<file path="src/hw/rtl/vttp_pkg.sv">
// ----------------------------------------------------------------------------
// vttp_pkg
// Types and constants shared by the virtual-time thread picker.
// ----------------------------------------------------------------------------
`default_nettype none

package vttp_pkg;

   localparam int TIME_BITS  = 48;
   localparam int THREAD_W   = 8;
   localparam int NICE_W     = 16;
   localparam int START_W    = 49;
   localparam int KEY_W      = 50;
   localparam int CMD_W      = 2;
   localparam int STATUS_W   = 2;
   localparam int REQ_DATA_W = 176;
   localparam int RSP_DATA_W = 16;

   localparam logic [CMD_W-1:0] CMD_SWITCH  = 2'd0;
   localparam logic [CMD_W-1:0] CMD_ENQUEUE = 2'd1;
   localparam logic [CMD_W-1:0] CMD_UPDATE  = 2'd2;

   localparam logic [STATUS_W-1:0] STATUS_OK        = 2'd0;
   localparam logic [STATUS_W-1:0] STATUS_FULL      = 2'd1;
   localparam logic [STATUS_W-1:0] STATUS_NOT_FOUND = 2'd2;
   localparam logic [STATUS_W-1:0] STATUS_NO_KEY    = 2'd3;

   typedef enum logic [1:0] {
      ST_IDLE,
      ST_SETUP,
      ST_SCAN,
      ST_DONE
   } state_type;

   typedef struct packed {
      logic better;
      logic held;
      logic thread_match;
   } scan_hit_type;

endpackage

`default_nettype wire

</file>
<file path="src/hw/rtl/vttp_scan_step.sv">
// ----------------------------------------------------------------------------
// vttp_scan_step
// Compare unit applied to one table entry per cycle during a scan.
// ----------------------------------------------------------------------------
`default_nettype none

module vttp_scan_step #(
   parameter int TABLE_DEPTH = 16
) (
   input  wire logic                                  entry_valid,
   input  wire logic [vttp_pkg::KEY_W-1:0]            entry_key,
   input  wire logic [vttp_pkg::TIME_BITS-1:0]        entry_sleep,
   input  wire logic                                  entry_blocked,
   input  wire logic [vttp_pkg::THREAD_W-1:0]         entry_thread,
   input  wire logic [vttp_pkg::TIME_BITS-1:0]        now,
   input  wire logic [vttp_pkg::THREAD_W-1:0]         thread_id,
   input  wire logic [vttp_pkg::KEY_W-1:0]            base_key,
   input  wire logic [vttp_pkg::KEY_W-1:0]            best_key,
   input  wire logic                                  pick_found,
   output vttp_pkg::scan_hit_type                     hit,
   output logic [$clog2(TABLE_DEPTH+1)-1:0]           offset
);
   import vttp_pkg::*;

   localparam int OFF_W = $clog2(TABLE_DEPTH + 1);

   logic [KEY_W-1:0] diff;
   logic             eligible;

   assign diff     = entry_key - base_key;
   assign eligible = entry_valid && !(entry_sleep > now) && !entry_blocked;
   assign offset   = diff[OFF_W-1:0];

   always_comb begin
      hit.better       = eligible && (!pick_found || (entry_key < best_key));
      hit.held         = entry_valid && (diff <= KEY_W'(TABLE_DEPTH));
      hit.thread_match = entry_valid && (entry_thread == thread_id);
   end

endmodule

`default_nettype wire

</file>
<file path="src/hw/rtl/virtual_time_thread_picker.sv">
// ----------------------------------------------------------------------------
// virtual_time_thread_picker
// Fair thread picker over a key-ordered table of waiting threads.
// ----------------------------------------------------------------------------
// Requests enter on req_* (command in req_tuser, operands in req_tdata) and
// each produces exactly one response on rsp_*. A request passes through a
// setup state, walks the table once through a shared compare unit, one
// entry per cycle, then applies the result in a done state, which waits
// while the output register still holds an unaccepted response. One
// request is in flight at a time, so a new request is not taken until the
// last one has left the done state. req_tready is high only while no
// request is in flight, also while a finished response still waits in the
// output register.
// A stalled receiver holds the response; the next request may be accepted
// and is scanned, but its result is held back until the register frees.
// Reset empties the table, makes the block idle and drops any pending
// response; the block is ready the cycle after reset falls.
// ----------------------------------------------------------------------------
`default_nettype none

module virtual_time_thread_picker #(
   parameter int TABLE_DEPTH = 16
) (
   input  wire logic                                clock,
   input  wire logic                                reset,
   input  wire logic                                req_tvalid,
   output logic                                     req_tready,
   // now, thread_id, nice, start_key, sleep_until, blocked, zero fill
   input  wire logic [vttp_pkg::REQ_DATA_W-1:0]     req_tdata,
   // command
   input  wire logic [vttp_pkg::CMD_W-1:0]          req_tuser,
   output logic                                     rsp_tvalid,
   input  wire logic                                rsp_tready,
   // switched, running_valid, running_thread, status, zero fill
   output logic [vttp_pkg::RSP_DATA_W-1:0]          rsp_tdata
);
   import vttp_pkg::*;

   localparam int IDX_W = $clog2(TABLE_DEPTH);
   localparam int OFF_W = $clog2(TABLE_DEPTH + 1);

   state_type state_ff, state_in;

   logic [CMD_W-1:0]     cmd_ff;
   logic [TIME_BITS-1:0] now_ff;
   logic [THREAD_W-1:0]  thread_ff;
   logic [NICE_W-1:0]    nice_ff;
   logic [START_W-1:0]   start_ff;
   logic [TIME_BITS-1:0] sleep_ff;
   logic                 blocked_ff;
   logic [KEY_W-1:0]     base_ff;

   logic [IDX_W-1:0]       scan_idx_ff;
   logic                   pick_found_ff;
   logic [IDX_W-1:0]       pick_idx_ff;
   logic [KEY_W-1:0]       best_key_ff;
   logic [THREAD_W-1:0]    pick_thread_ff;
   logic [NICE_W-1:0]      pick_nice_ff;
   logic [TIME_BITS-1:0]   pick_last_ff;
   logic [TABLE_DEPTH:0]   held_ff;
   logic                   upd_found_ff;
   logic [IDX_W-1:0]       upd_idx_ff;

   logic [TABLE_DEPTH-1:0] slot_valid_ff;
   logic [KEY_W-1:0]       slot_key_ff    [TABLE_DEPTH];
   logic [THREAD_W-1:0]    slot_thread_ff [TABLE_DEPTH];
   logic [NICE_W-1:0]      slot_nice_ff   [TABLE_DEPTH];
   logic [TIME_BITS-1:0]   slot_last_ff   [TABLE_DEPTH];
   logic [TIME_BITS-1:0]   slot_sleep_ff  [TABLE_DEPTH];
   logic                   slot_blocked_ff[TABLE_DEPTH];

   logic                 run_valid_ff, run_valid_in;
   logic [THREAD_W-1:0]  run_thread_ff, run_thread_in;
   logic [NICE_W-1:0]    run_nice_ff, run_nice_in;
   logic [TIME_BITS-1:0] run_last_ff, run_last_in;

   logic                  rsp_valid_ff;
   logic [RSP_DATA_W-1:0] rsp_data_ff, rsp_data_in;

   scan_hit_type     hit;
   logic [OFF_W-1:0] offset;

   logic                   req_fire, done_fire, last_idx;
   logic [TIME_BITS-1:0]   max_tick;
   logic [TABLE_DEPTH-1:0] free_vec;
   logic                   free_any;
   logic [IDX_W-1:0]       free_idx;
   logic [OFF_W-1:0]       first_free_off;
   logic [KEY_W-1:0]       new_key;
   logic                   fill_en, clear_pick, upd_en;
   logic                   sw;
   logic [STATUS_W-1:0]    status;
   logic                   keep;

   assign req_tready = (state_ff == ST_IDLE);
   assign req_fire   = req_tvalid && req_tready;
   assign done_fire  = (state_ff == ST_DONE) && (!rsp_valid_ff || rsp_tready);
   assign last_idx   = (scan_idx_ff == IDX_W'(TABLE_DEPTH - 1));
   assign max_tick   = (run_last_ff > now_ff) ? run_last_ff : now_ff;
   assign rsp_tvalid = rsp_valid_ff;
   assign rsp_tdata  = rsp_data_ff;

   vttp_scan_step #(
      .TABLE_DEPTH(TABLE_DEPTH)
   ) u_scan_step (
      .entry_valid  (slot_valid_ff[scan_idx_ff]),
      .entry_key    (slot_key_ff[scan_idx_ff]),
      .entry_sleep  (slot_sleep_ff[scan_idx_ff]),
      .entry_blocked(slot_blocked_ff[scan_idx_ff]),
      .entry_thread (slot_thread_ff[scan_idx_ff]),
      .now          (now_ff),
      .thread_id    (thread_ff),
      .base_key     (base_ff),
      .best_key     (best_key_ff),
      .pick_found   (pick_found_ff),
      .hit          (hit),
      .offset       (offset)
   );

   always_comb begin
      free_vec = ~slot_valid_ff;
      if ((cmd_ff == CMD_SWITCH) && pick_found_ff) begin
         free_vec[pick_idx_ff] = 1'b1;
      end
      free_any = |free_vec;
      free_idx = '0;
      for (int i = TABLE_DEPTH - 1; i >= 0; i--) begin
         if (free_vec[i]) begin
            free_idx = IDX_W'(i);
         end
      end
      first_free_off = '0;
      for (int i = TABLE_DEPTH; i >= 0; i--) begin
         if (!held_ff[i]) begin
            first_free_off = OFF_W'(i);
         end
      end
      new_key = base_ff + KEY_W'(first_free_off);
   end

   always_comb begin
      state_in      = state_ff;
      fill_en       = 1'b0;
      clear_pick    = 1'b0;
      upd_en        = 1'b0;
      sw            = 1'b0;
      status        = STATUS_OK;
      keep          = 1'b0;
      run_valid_in  = run_valid_ff;
      run_thread_in = run_thread_ff;
      run_nice_in   = run_nice_ff;
      run_last_in   = run_last_ff;
      unique case (state_ff)
         ST_IDLE: begin
            if (req_fire) begin
               state_in = ST_SETUP;
            end
         end
         ST_SETUP: begin
            state_in = ST_SCAN;
         end
         ST_SCAN: begin
            if (last_idx) begin
               state_in = ST_DONE;
            end
         end
         ST_DONE: begin
            unique case (cmd_ff)
               CMD_SWITCH: begin
                  keep = pick_found_ff && run_valid_ff && (best_key_ff > base_ff);
                  priority if (keep) begin
                     sw = 1'b0;
                  end else if (run_valid_ff && !pick_found_ff && !free_any) begin
                     status = STATUS_NO_KEY;
                  end else begin
                     sw         = 1'b1;
                     fill_en    = run_valid_ff;
                     clear_pick = pick_found_ff;
                     if (pick_found_ff) begin
                        run_valid_in  = 1'b1;
                        run_thread_in = pick_thread_ff;
                        run_nice_in   = pick_nice_ff;
                        run_last_in   = pick_last_ff;
                     end else begin
                        run_valid_in  = 1'b0;
                        run_thread_in = '0;
                        run_nice_in   = '0;
                        run_last_in   = '0;
                     end
                  end
               end
               CMD_ENQUEUE: begin
                  if (free_any) begin
                     fill_en = 1'b1;
                  end else begin
                     status = STATUS_FULL;
                  end
               end
               CMD_UPDATE: begin
                  if (upd_found_ff) begin
                     upd_en = 1'b1;
                  end else begin
                     status = STATUS_NOT_FOUND;
                  end
               end
               default: begin
                  status = STATUS_OK;
               end
            endcase
            if (!done_fire) begin
               fill_en       = 1'b0;
               clear_pick    = 1'b0;
               upd_en        = 1'b0;
               run_valid_in  = run_valid_ff;
               run_thread_in = run_thread_ff;
               run_nice_in   = run_nice_ff;
               run_last_in   = run_last_ff;
            end else begin
               state_in = ST_IDLE;
            end
         end
         default: begin
            state_in = ST_IDLE;
         end
      endcase
      rsp_data_in = {4'b0, status, (run_valid_in ? run_thread_in : '0), run_valid_in, sw};
   end

   always_ff @(posedge clock) begin
      if (reset) begin
         state_ff      <= ST_IDLE;
         rsp_valid_ff  <= 1'b0;
         slot_valid_ff <= '0;
         run_valid_ff  <= 1'b0;
         run_thread_ff <= '0;
         run_nice_ff   <= '0;
         run_last_ff   <= '0;
      end else begin
         state_ff      <= state_in;
         run_valid_ff  <= run_valid_in;
         run_thread_ff <= run_thread_in;
         run_nice_ff   <= run_nice_in;
         run_last_ff   <= run_last_in;
         if (done_fire) begin
            rsp_valid_ff <= 1'b1;
         end else if (rsp_tready) begin
            rsp_valid_ff <= 1'b0;
         end
         if (clear_pick && !(fill_en && (free_idx == pick_idx_ff))) begin
            slot_valid_ff[pick_idx_ff] <= 1'b0;
         end
         if (fill_en) begin
            slot_valid_ff[free_idx] <= 1'b1;
         end
      end
   end

   always_ff @(posedge clock) begin
      if (done_fire) begin
         rsp_data_ff <= rsp_data_in;
      end
      if (req_fire) begin
         cmd_ff     <= req_tuser;
         now_ff     <= req_tdata[47:0];
         thread_ff  <= req_tdata[55:48];
         nice_ff    <= req_tdata[71:56];
         start_ff   <= req_tdata[120:72];
         sleep_ff   <= req_tdata[168:121];
         blocked_ff <= req_tdata[169];
      end
      if (state_ff == ST_SETUP) begin
         if (cmd_ff == CMD_SWITCH) begin
            base_ff <= KEY_W'(run_nice_ff) + KEY_W'(max_tick);
         end else begin
            base_ff <= KEY_W'(start_ff);
         end
         scan_idx_ff   <= '0;
         pick_found_ff <= 1'b0;
         held_ff       <= '0;
         upd_found_ff  <= 1'b0;
      end
      if (state_ff == ST_SCAN) begin
         scan_idx_ff <= scan_idx_ff + IDX_W'(1);
         if (hit.better) begin
            pick_found_ff  <= 1'b1;
            pick_idx_ff    <= scan_idx_ff;
            best_key_ff    <= slot_key_ff[scan_idx_ff];
            pick_thread_ff <= slot_thread_ff[scan_idx_ff];
            pick_nice_ff   <= slot_nice_ff[scan_idx_ff];
            pick_last_ff   <= slot_last_ff[scan_idx_ff];
         end
         if (hit.held) begin
            held_ff[offset] <= 1'b1;
         end
         if (hit.thread_match && !upd_found_ff) begin
            upd_found_ff <= 1'b1;
            upd_idx_ff   <= scan_idx_ff;
         end
      end
      if (fill_en) begin
         slot_key_ff[free_idx] <= new_key;
         if (cmd_ff == CMD_SWITCH) begin
            slot_thread_ff[free_idx]  <= run_thread_ff;
            slot_nice_ff[free_idx]    <= run_nice_ff;
            slot_last_ff[free_idx]    <= now_ff;
            slot_sleep_ff[free_idx]   <= '0;
            slot_blocked_ff[free_idx] <= 1'b0;
         end else begin
            slot_thread_ff[free_idx]  <= thread_ff;
            slot_nice_ff[free_idx]    <= nice_ff;
            slot_last_ff[free_idx]    <= now_ff;
            slot_sleep_ff[free_idx]   <= sleep_ff;
            slot_blocked_ff[free_idx] <= blocked_ff;
         end
      end
      if (upd_en) begin
         slot_sleep_ff[upd_idx_ff]   <= sleep_ff;
         slot_blocked_ff[upd_idx_ff] <= blocked_ff;
      end
   end

endmodule

`default_nettype wire

</file>
<file path="config.mk">
export PLATFORM = sky130hd
export DESIGN_NAME = virtual_time_thread_picker
export DESIGN_NICKNAME = d
export VERILOG_FILES = /design/src/hw/rtl/vttp_pkg.sv /design/src/hw/rtl/vttp_scan_step.sv /design/src/hw/rtl/virtual_time_thread_picker.sv
export SDC_FILE = /design/constraint.sdc
export NUM_CORES = 2
export LEC_CHECK = 0
export ABC_AREA = 1
export BUFFER_PORTS_ARGS = -buffer_cell sky130_fd_sc_hd__buf_2
export CAP_MARGIN = 20
export CELL_PAD_IN_SITES_DETAIL_PLACEMENT = 1
export CELL_PAD_IN_SITES_GLOBAL_PLACEMENT = 1
export CORE_MARGIN = 3
export CORE_UTILIZATION = 45
export CTS_BUF_LIST = sky130_fd_sc_hd__clkbuf_4
export DETAILED_ROUTE_END_ITERATION = 7
export PLACE_DENSITY_LB_ADDON = 0.2
export SLEW_MARGIN = 20
export SYNTH_ARGS = -nofsm -noshare
export SYNTH_HDL_FRONTEND = slang
export SYNTH_SLANG_ARGS = --single-unit
</file>
<file path="constraint.sdc">
create_clock -name clock -period 8.6 [get_ports clock]
set_input_delay 0.43 -clock clock [delete_from_list [all_inputs] [get_ports clock]]
set_output_delay 0.43 -clock clock [all_outputs]
set_load 0.02 [all_outputs]
</file>
# After elaboration in Yosys (flattened, before gate mapping)
# Memory sizes are Yosys's and may differ from the RTL's. A register that Yosys moved wholly into a read port is not among the register bits.
# Index checks and enable logic that the tools add are counted.
[classes] addsub=4 order_cmp=12 n_eq_ne=11 mux=124 bitwise=15 n_reduce_logical=39
[ops] operator="$mux W48" count=5
[ops] operator="$gt A48 B48 Y1" count=2
[ops] operator="$mux W16" count=6
[ops] operator="$mux W4" count=24
[ops] operator="$mux W5" count=17
[ops] operator="$mux W8" count=7
[ops] operator="$mux W17" count=3
[ops] operator="$add A50 B5 Y50" count=1
[ops] operator="$gt A50 B50 Y1" count=1
[ops] operator="$le A50 B5 Y1 const B" count=1
[ops] operator="$lt A50 B50 Y1" count=1
[ops] operator="$sub A50 B50 Y50" count=1
[ops] operator="$add A16 B48 Y49" count=1
[ops] operator="$mux W49" count=1
[ops] operator="$mux W1" count=48
[ops] operator="$reduce_or A48 Y1" count=1
[ops] operator="$not A16 Y16" count=2
[ops] operator="$or A16 B16 Y16" count=2
[ops] operator="$logic_and A1 B1 Y1" count=18
[ops] operator="$or A17 B17 Y17" count=1
[ops] operator="$and A16 B16 Y16" count=1
[ops] operator="$reduce_or A16 Y1" count=1
[ops] operator="$lt A4 B5 Y1 const B" count=3
[ops] operator="$mux W2" count=6
[ops] operator="other kinds (28)" count=51
[totals] regBits=415 ram_bits=2736 in_bits=182 wordCells=239 n_memories=6
[mem_list] name="slot_key_ff" depth=16 word_bits=50 rd=1 rd_clocked_by_memory_dff=1 write_ports=1 line="virtual_time_thread_picker.sv:65" text="logic [KEY_W-1:0] slot_key_ff [TABLE_DEPTH];"
[mem_list] name="slot_last_ff" depth=16 word_bits=48 rd=1 rd_clocked_by_memory_dff=1 write_ports=1 line="virtual_time_thread_picker.sv:68" text="logic [TIME_BITS-1:0] slot_last_ff [TABLE_DEPTH];"
[mem_list] name="slot_sleep_ff" depth=16 word_bits=48 rd=1 rd_clocked_by_memory_dff=1 write_ports=1 line="virtual_time_thread_picker.sv:69" text="logic [TIME_BITS-1:0] slot_sleep_ff [TABLE_DEPTH];"
[mem_list] name="slot_nice_ff" depth=16 word_bits=16 rd=1 rd_clocked_by_memory_dff=1 write_ports=1 line="virtual_time_thread_picker.sv:67" text="logic [NICE_W-1:0] slot_nice_ff [TABLE_DEPTH];"
[mem_list] name="slot_thread_ff" depth=16 word_bits=8 rd=1 rd_clocked_by_memory_dff=1 write_ports=1 line="virtual_time_thread_picker.sv:66" text="logic [THREAD_W-1:0] slot_thread_ff [TABLE_DEPTH];"
[mem_list] name="slot_blocked_ff" depth=16 word_bits=1 rd=1 rd_clocked_by_memory_dff=1 write_ports=1 line="virtual_time_thread_picker.sv:70" text="logic slot_blocked_ff[TABLE_DEPTH];"

# Depth between registers and ports, before layout
[depth] ltp_word=30 mapped_depth=40 depth_no_buf=36

# Hierarchy
# A second synthesis with hierarchy kept.
[unflattened] cells_unflattened=11007 hier_area_um2=137125.3
[by_module_without_submodules] module="virtual_time_thread_picker" n_inst=1 cells_per_inst=9716 area_per_inst_um2=130128.6 seq_area_each_um2=95481.6
[by_module_without_submodules] module="vttp_scan_step" n_inst=1 cells_per_inst=1291 area_per_inst_um2=6996.7 seq_area_each_um2=0.0

# Worst setup path after synthesis
# Ideal clock, no wire load.
[synth_path] path_type="register to register" start="reg base_ff[27]" end="mem slot_last_ff[0][0], enable pin" arrival_ns=6.854 setup_slack_ns=1.154 path_stages_with_launch=17 n_path_buf=0 synth_period_minus_slack_ns=7.446 cell_sequence="edfxtp_1 -> inv_1 -> ha_1 -> nand2_1 -> inv_1 -> o21ai_0 -> a21oi_1 -> nand3b_1 -> o21ai_0 -> nand4_1 -> nand2_1 -> nand3_1 -> nand2_1 -> nand2_2 -> inv_2 -> nand3_1 -> nor3_1"
[synth_via] elab_chain_cells=9 word_cells_on_any_way=11 cone_classes="order compare (1); mux (8); bitwise (1); reduce/logical (1)"
[synth_rtl] element="start: declaration" line="virtual_time_thread_picker.sv:51" text="logic [KEY_W-1:0] base_ff;"
[synth_rtl] element="start signal: assignment" line="virtual_time_thread_picker.sv:273" text="base_ff <= KEY_W'(run_nice_ff) + KEY_W'(max_tick);"
[synth_rtl] element="start signal: assignment" line="virtual_time_thread_picker.sv:275" text="base_ff <= KEY_W'(start_ff);"
[synth_rtl] element="$gt A50 B50 Y1 *" line="virtual_time_thread_picker.sv:170" text="keep = pick_found_ff && run_valid_ff && (best_key_ff > base_ff);"
[synth_rtl] element="$logic_and A1 B1 Y1 *" line="virtual_time_thread_picker.sv:170"
[synth_rtl] element="$mux W1 *" line="virtual_time_thread_picker.sv:171" text="priority if (keep) begin"
[synth_rtl] element="$pmux W1 S2 *" line="virtual_time_thread_picker.sv:168" text="unique case (cmd_ff)"
[synth_rtl] element="$mux W1 *" line="virtual_time_thread_picker.sv:210" text="if (!done_fire) begin"
[synth_rtl] element="$mux W1 *" line="virtual_time_thread_picker.sv:153" text="unique case (state_ff)"
[synth_rtl] element="$mux W1" line="virtual_time_thread_picker.sv:300" text="if (fill_en) begin"
[synth_rtl] element="$mux W1, on equally long branches" line="virtual_time_thread_picker.sv:305, virtual_time_thread_picker.sv:311"
[synth_rtl] element="$or A1 B1 Y1 (no line) *"
[synth_rtl] element="end: declaration" line="virtual_time_thread_picker.sv:68"
# Every way passes the cells marked *; elsewhere a longest branch is shown, timed or not.

# Final worst setup path
[layout_path] start="reg now_ff[14]" end="reg base_ff[32], data pin"
[layout_via] elab_chain_cells=4
[layout_rtl] element="start: declaration" line="virtual_time_thread_picker.sv:45" text="logic [TIME_BITS-1:0] now_ff;"
[layout_rtl] element="start signal: assignment" line="virtual_time_thread_picker.sv:264" text="now_ff <= req_tdata[47:0];"
[layout_rtl] element="$gt A48 B48 Y1" line="virtual_time_thread_picker.sv:99" text="assign max_tick = (run_last_ff > now_ff) ? run_last_ff : now_ff;"
[layout_rtl] element="$mux W48 *" line="virtual_time_thread_picker.sv:99"
[layout_rtl] element="$add A16 B48 Y49 *" line="virtual_time_thread_picker.sv:273"
[layout_rtl] element="$mux W49 *" line="virtual_time_thread_picker.sv:272" text="if (cmd_ff == CMD_SWITCH) begin"
# Marked as above.
# A chain may end at the register's enable or synchronous reset.

==> results by group <==
Run status
  – Status: finished clean

Synthesis
  – Top post-synthesis cells by area: edfxtp_1 (68%), o21ai_0 (3.7%), nand2_1 (3.3%)
  – Cell Area, Synth: ~140000 sq um
  – FFs w/ async S/R, synth: 0%
  – Synth top area share: 68.44%
  – Cell taking the most area after synthesis: edfxtp_1
  – Yosys reg bits: 3218
  – Avg Cell Area, Syn: 12.70 sq um
  – Share of the yosys chip area belonging to registers: 70.13%
  – Warnings, synthesis: 0
  – Syn Inst Count: 10720
  – Synth cell types: 67
  – EDFF count, synth: 3103
  – Ys flop type: edfxtp_1

Critical path
  – Stages on worst setup path: 32
  – Reg2Reg Capture Point: base_ff[32]
  – CP max stage delay: 770 ps
  – Crit path capture: base_ff[32]
  – Reg2Reg Launch Point: now_ff[14]
  – CP Max Fanout: 41
  – Startpoint types: flip-flop
  – CP max stage cell: edfxtp_1
  – Top delay family on crit path: simple AND/OR/NAND/NOR gates
  – Crit path required time: 9890 ps
  – Reg2Reg Depth: 32
  – Critical path capture point type: flip-flop
  – Arrival time worst endpoint: 8240 ps
  – FF-to-FF setup slack: 1650 ps
  – Worst path bufs/invs: 7
  – CP Launch Point: now_ff[14]
  – Worst Path Class, Setup: flip-flop to flip-flop

GRT
  – Total track usage: 28.62%
  – GRT overflow: 0
  – Initial antenna violation count: 21
  – First-pass GRT wire length: around 660000 um
  – Largest net degree at the start of global routing: 173
  – Number of global-route vias before repair: just under 100k

Finish
  – Leading cell type in the layout, fill and taps excluded: edfxtp_1
  – Final nets: 12260
  – Share of layout cells above drive strength 1: 14.62%
  – Synthesis-to-layout area growth: 15.26%
  – Most frequent cells in the layout: edfxtp_1 (3103), nand2_1 (1199), clkbuf_4 (1169), o21ai_0 (1008), inv_1 (948)

Timing
  – Setup TNS: 0 ps
  – Fmax: ~0.14 GHz
  – Final setup viols: 0
  – Final hold vios: 0
  – Final Critical Period: just under 7000 ps
  – Hold slack: 178.7 ps
  – Slew HR: 21.45%
  – Unrepaired setup endpoints after global routing: no
  – Max Slew Vio Count: 0
  – Tcrit/Tclk final: 80.82%
  – Clk_skew: about 160 ps
  – Slew @ Worst Pin: 1178 ps

Floorplanning
  – Core Region: 300500 sq um
  – Boundary Pins: 200
  – Die X: 556.0 um
  – Row cnt: 201
  – Die Area: 309200 sq um
  – Die Ht: 556.0 um
  – Initial core utilization: 45.30%

Route
  – Wire per inst: around 28 um
  – Via density: 5.814
  – Wire length on met2: 221900 um
  – Top Metal Used: met5
  – DRC errors left: 0
  – Detailed Route WL: 453700 um
  – Post-route ant nets: 0
  – Via count: 95340
  – 1st-pass router iterations: 5
  – Met3 wire length: between 20000 and 30000 um
  – Initial DRC Count: 9141
  – Met1 WL: about 180000 um

Clock tree
  – H-tree lvl count: 6
  – Maximum clock path buffer count: 4
  – Clk_lat worst skew: between 1500 and 2000 ps
  – CTS hold repair buffers: between 400 and 500
  – Post-CTS Setup Inserts: 0
  – TritonCTS clock tree: yes
  – Root Buffer: clkbuf_4
  – Num CTS Buffers: 818
  – Clock sink count: 3218
  – Resized cells post-CTS: 0
  – Clock-pin slew on the worst setup and hold paths: 80 ps

Placed design
  – Port bufs: 189
  – GP Congestion: 0.8962
  – DP Wirelength: 254500 um

Worst hold path
  – Worst hold path type: input pin to flip-flop

Power
  – Worst vdd ir: 0.2167 mV
  – Cell area power density: 312.8 nW/um^2
  – Leak Pwr: 0.05725 uW

Job
  – Max-Cap Viols: 0
worst min path at each step:
| stage | from | endpoint | slack (ps) | cells past startpoint |
|---|---|---|---|---|
| after floorplan | held_ff[10] | held_ff[10] | 430 | 2 |
| after global placement | held_ff[16] | held_ff[16] | 450 | 2 |
| after global routing | req_tdata[162] | sleep_ff[41] | 130 | 3 |
| after detailed placement | held_ff[16] | held_ff[16] | 450 | 2 |
| final | req_tdata[74] | start_ff[2] | 180 | 3 |
| after CTS | req_tdata[61] | nice_ff[5] | 2 | 3 |
flip-flops by register name, indices dropped and copies added, names as in the netlist, 17 cells and up, named ones only:
register	cells
slot_thread_ff	128
sleep_ff	48
slot_key_ff	800
slot_last_ff	768
base_ff	49
start_ff	49
best_key_ff	50
held_ff	17
slot_sleep_ff	768
pick_last_ff	48
slot_nice_ff	256
now_ff	48
run_last_ff	48
per-stage QoR:
stage	instance area, sq um	std cells	utilization (%)	total power [uW]	worst slack [ps]
finish	156900	16400	52.22	49090	1649
global route	156900	16390	52.21	51710	1069
CTS	156700	16370	52.13	49080	1675
detailed placement	141600	14470	47.13	35990	1810
global placement	141600	14470	47.11	35360	1813
floorplan	136200	10730	-	29580	1154
Yosys cell counts, types with 9 or more instances:
cell and count:
or2_2 12, o211ai_1 432, inv_2 12, nand2_1 1203, nor4_1 18, o221ai_1 63
nand3_2 10, buf_2 74, buf_4 11, o21a_1 15, a211oi_1 54, xor2_1 77
a31oi_1 23, a21oi_1 851, nand3_1 367, inv_1 982, o21ai_0 1008, xnor2_1 30
o21ai_2 10, mux2i_1 424, o22ai_1 75, nand4_1 134, nor2_2 12, nand2_2 9
buf_1 47, nor2_1 576, clkbuf_1 445, dfxtp_1 115, ha_1 269, edfxtp_1 3103
o21bai_1 14, a221oi_1 73, nor3_1 60, o21ai_1 32
report_power, final:
part | internal [uW] | switching [uW]
logic | 4880 | 12300
registers | 18300 | 606
clock network | 6430 | 6590
total | 29600 | 19400
metal layers:
| layer | vias to the layer above | track usage (%) |
|---|---|---|
| met4 | 2 | 13.63 |
| li1 | 41960 | - |
| met3 | 926 | 4.287 |
| met2 | 3629 | 48.16 |
| met1 | 48820 | 36.37 |
| met5 | - | 0 |
worst min-delay path, cell delays in order:
cell           delay [ps]
dlygate4sd3_1         530
buf_2                 140
dlygate4sd3_1         540
final cells by class:
| type | count | area (sq um) |
|---|---|---|
| well taps | 3958 | 4952 |
| repair buffers | 843 | 7375 |
| clock inverters | 260 | 1469 |
| diodes | 23 | 57.56 |
| inverters | 997 | 3821 |
| flip-flops and latches | 3218 | 95500 |
| fillers | 30660 | 143600 |
| multi-input cells | 5930 | 34970 |
| clock buffers | 1169 | 8776 |
cell families after synthesis:
logic type	share of synthesized area, %
mux	3.126
compound gates	11.44
fa+ha+maj	2.516
flops	70.13
xor+xnor	0.6883
buf+inv	4.481
simple gates	7.613
other cells	0.002754
Note: power is estimated with default switching activity, not from simulation.
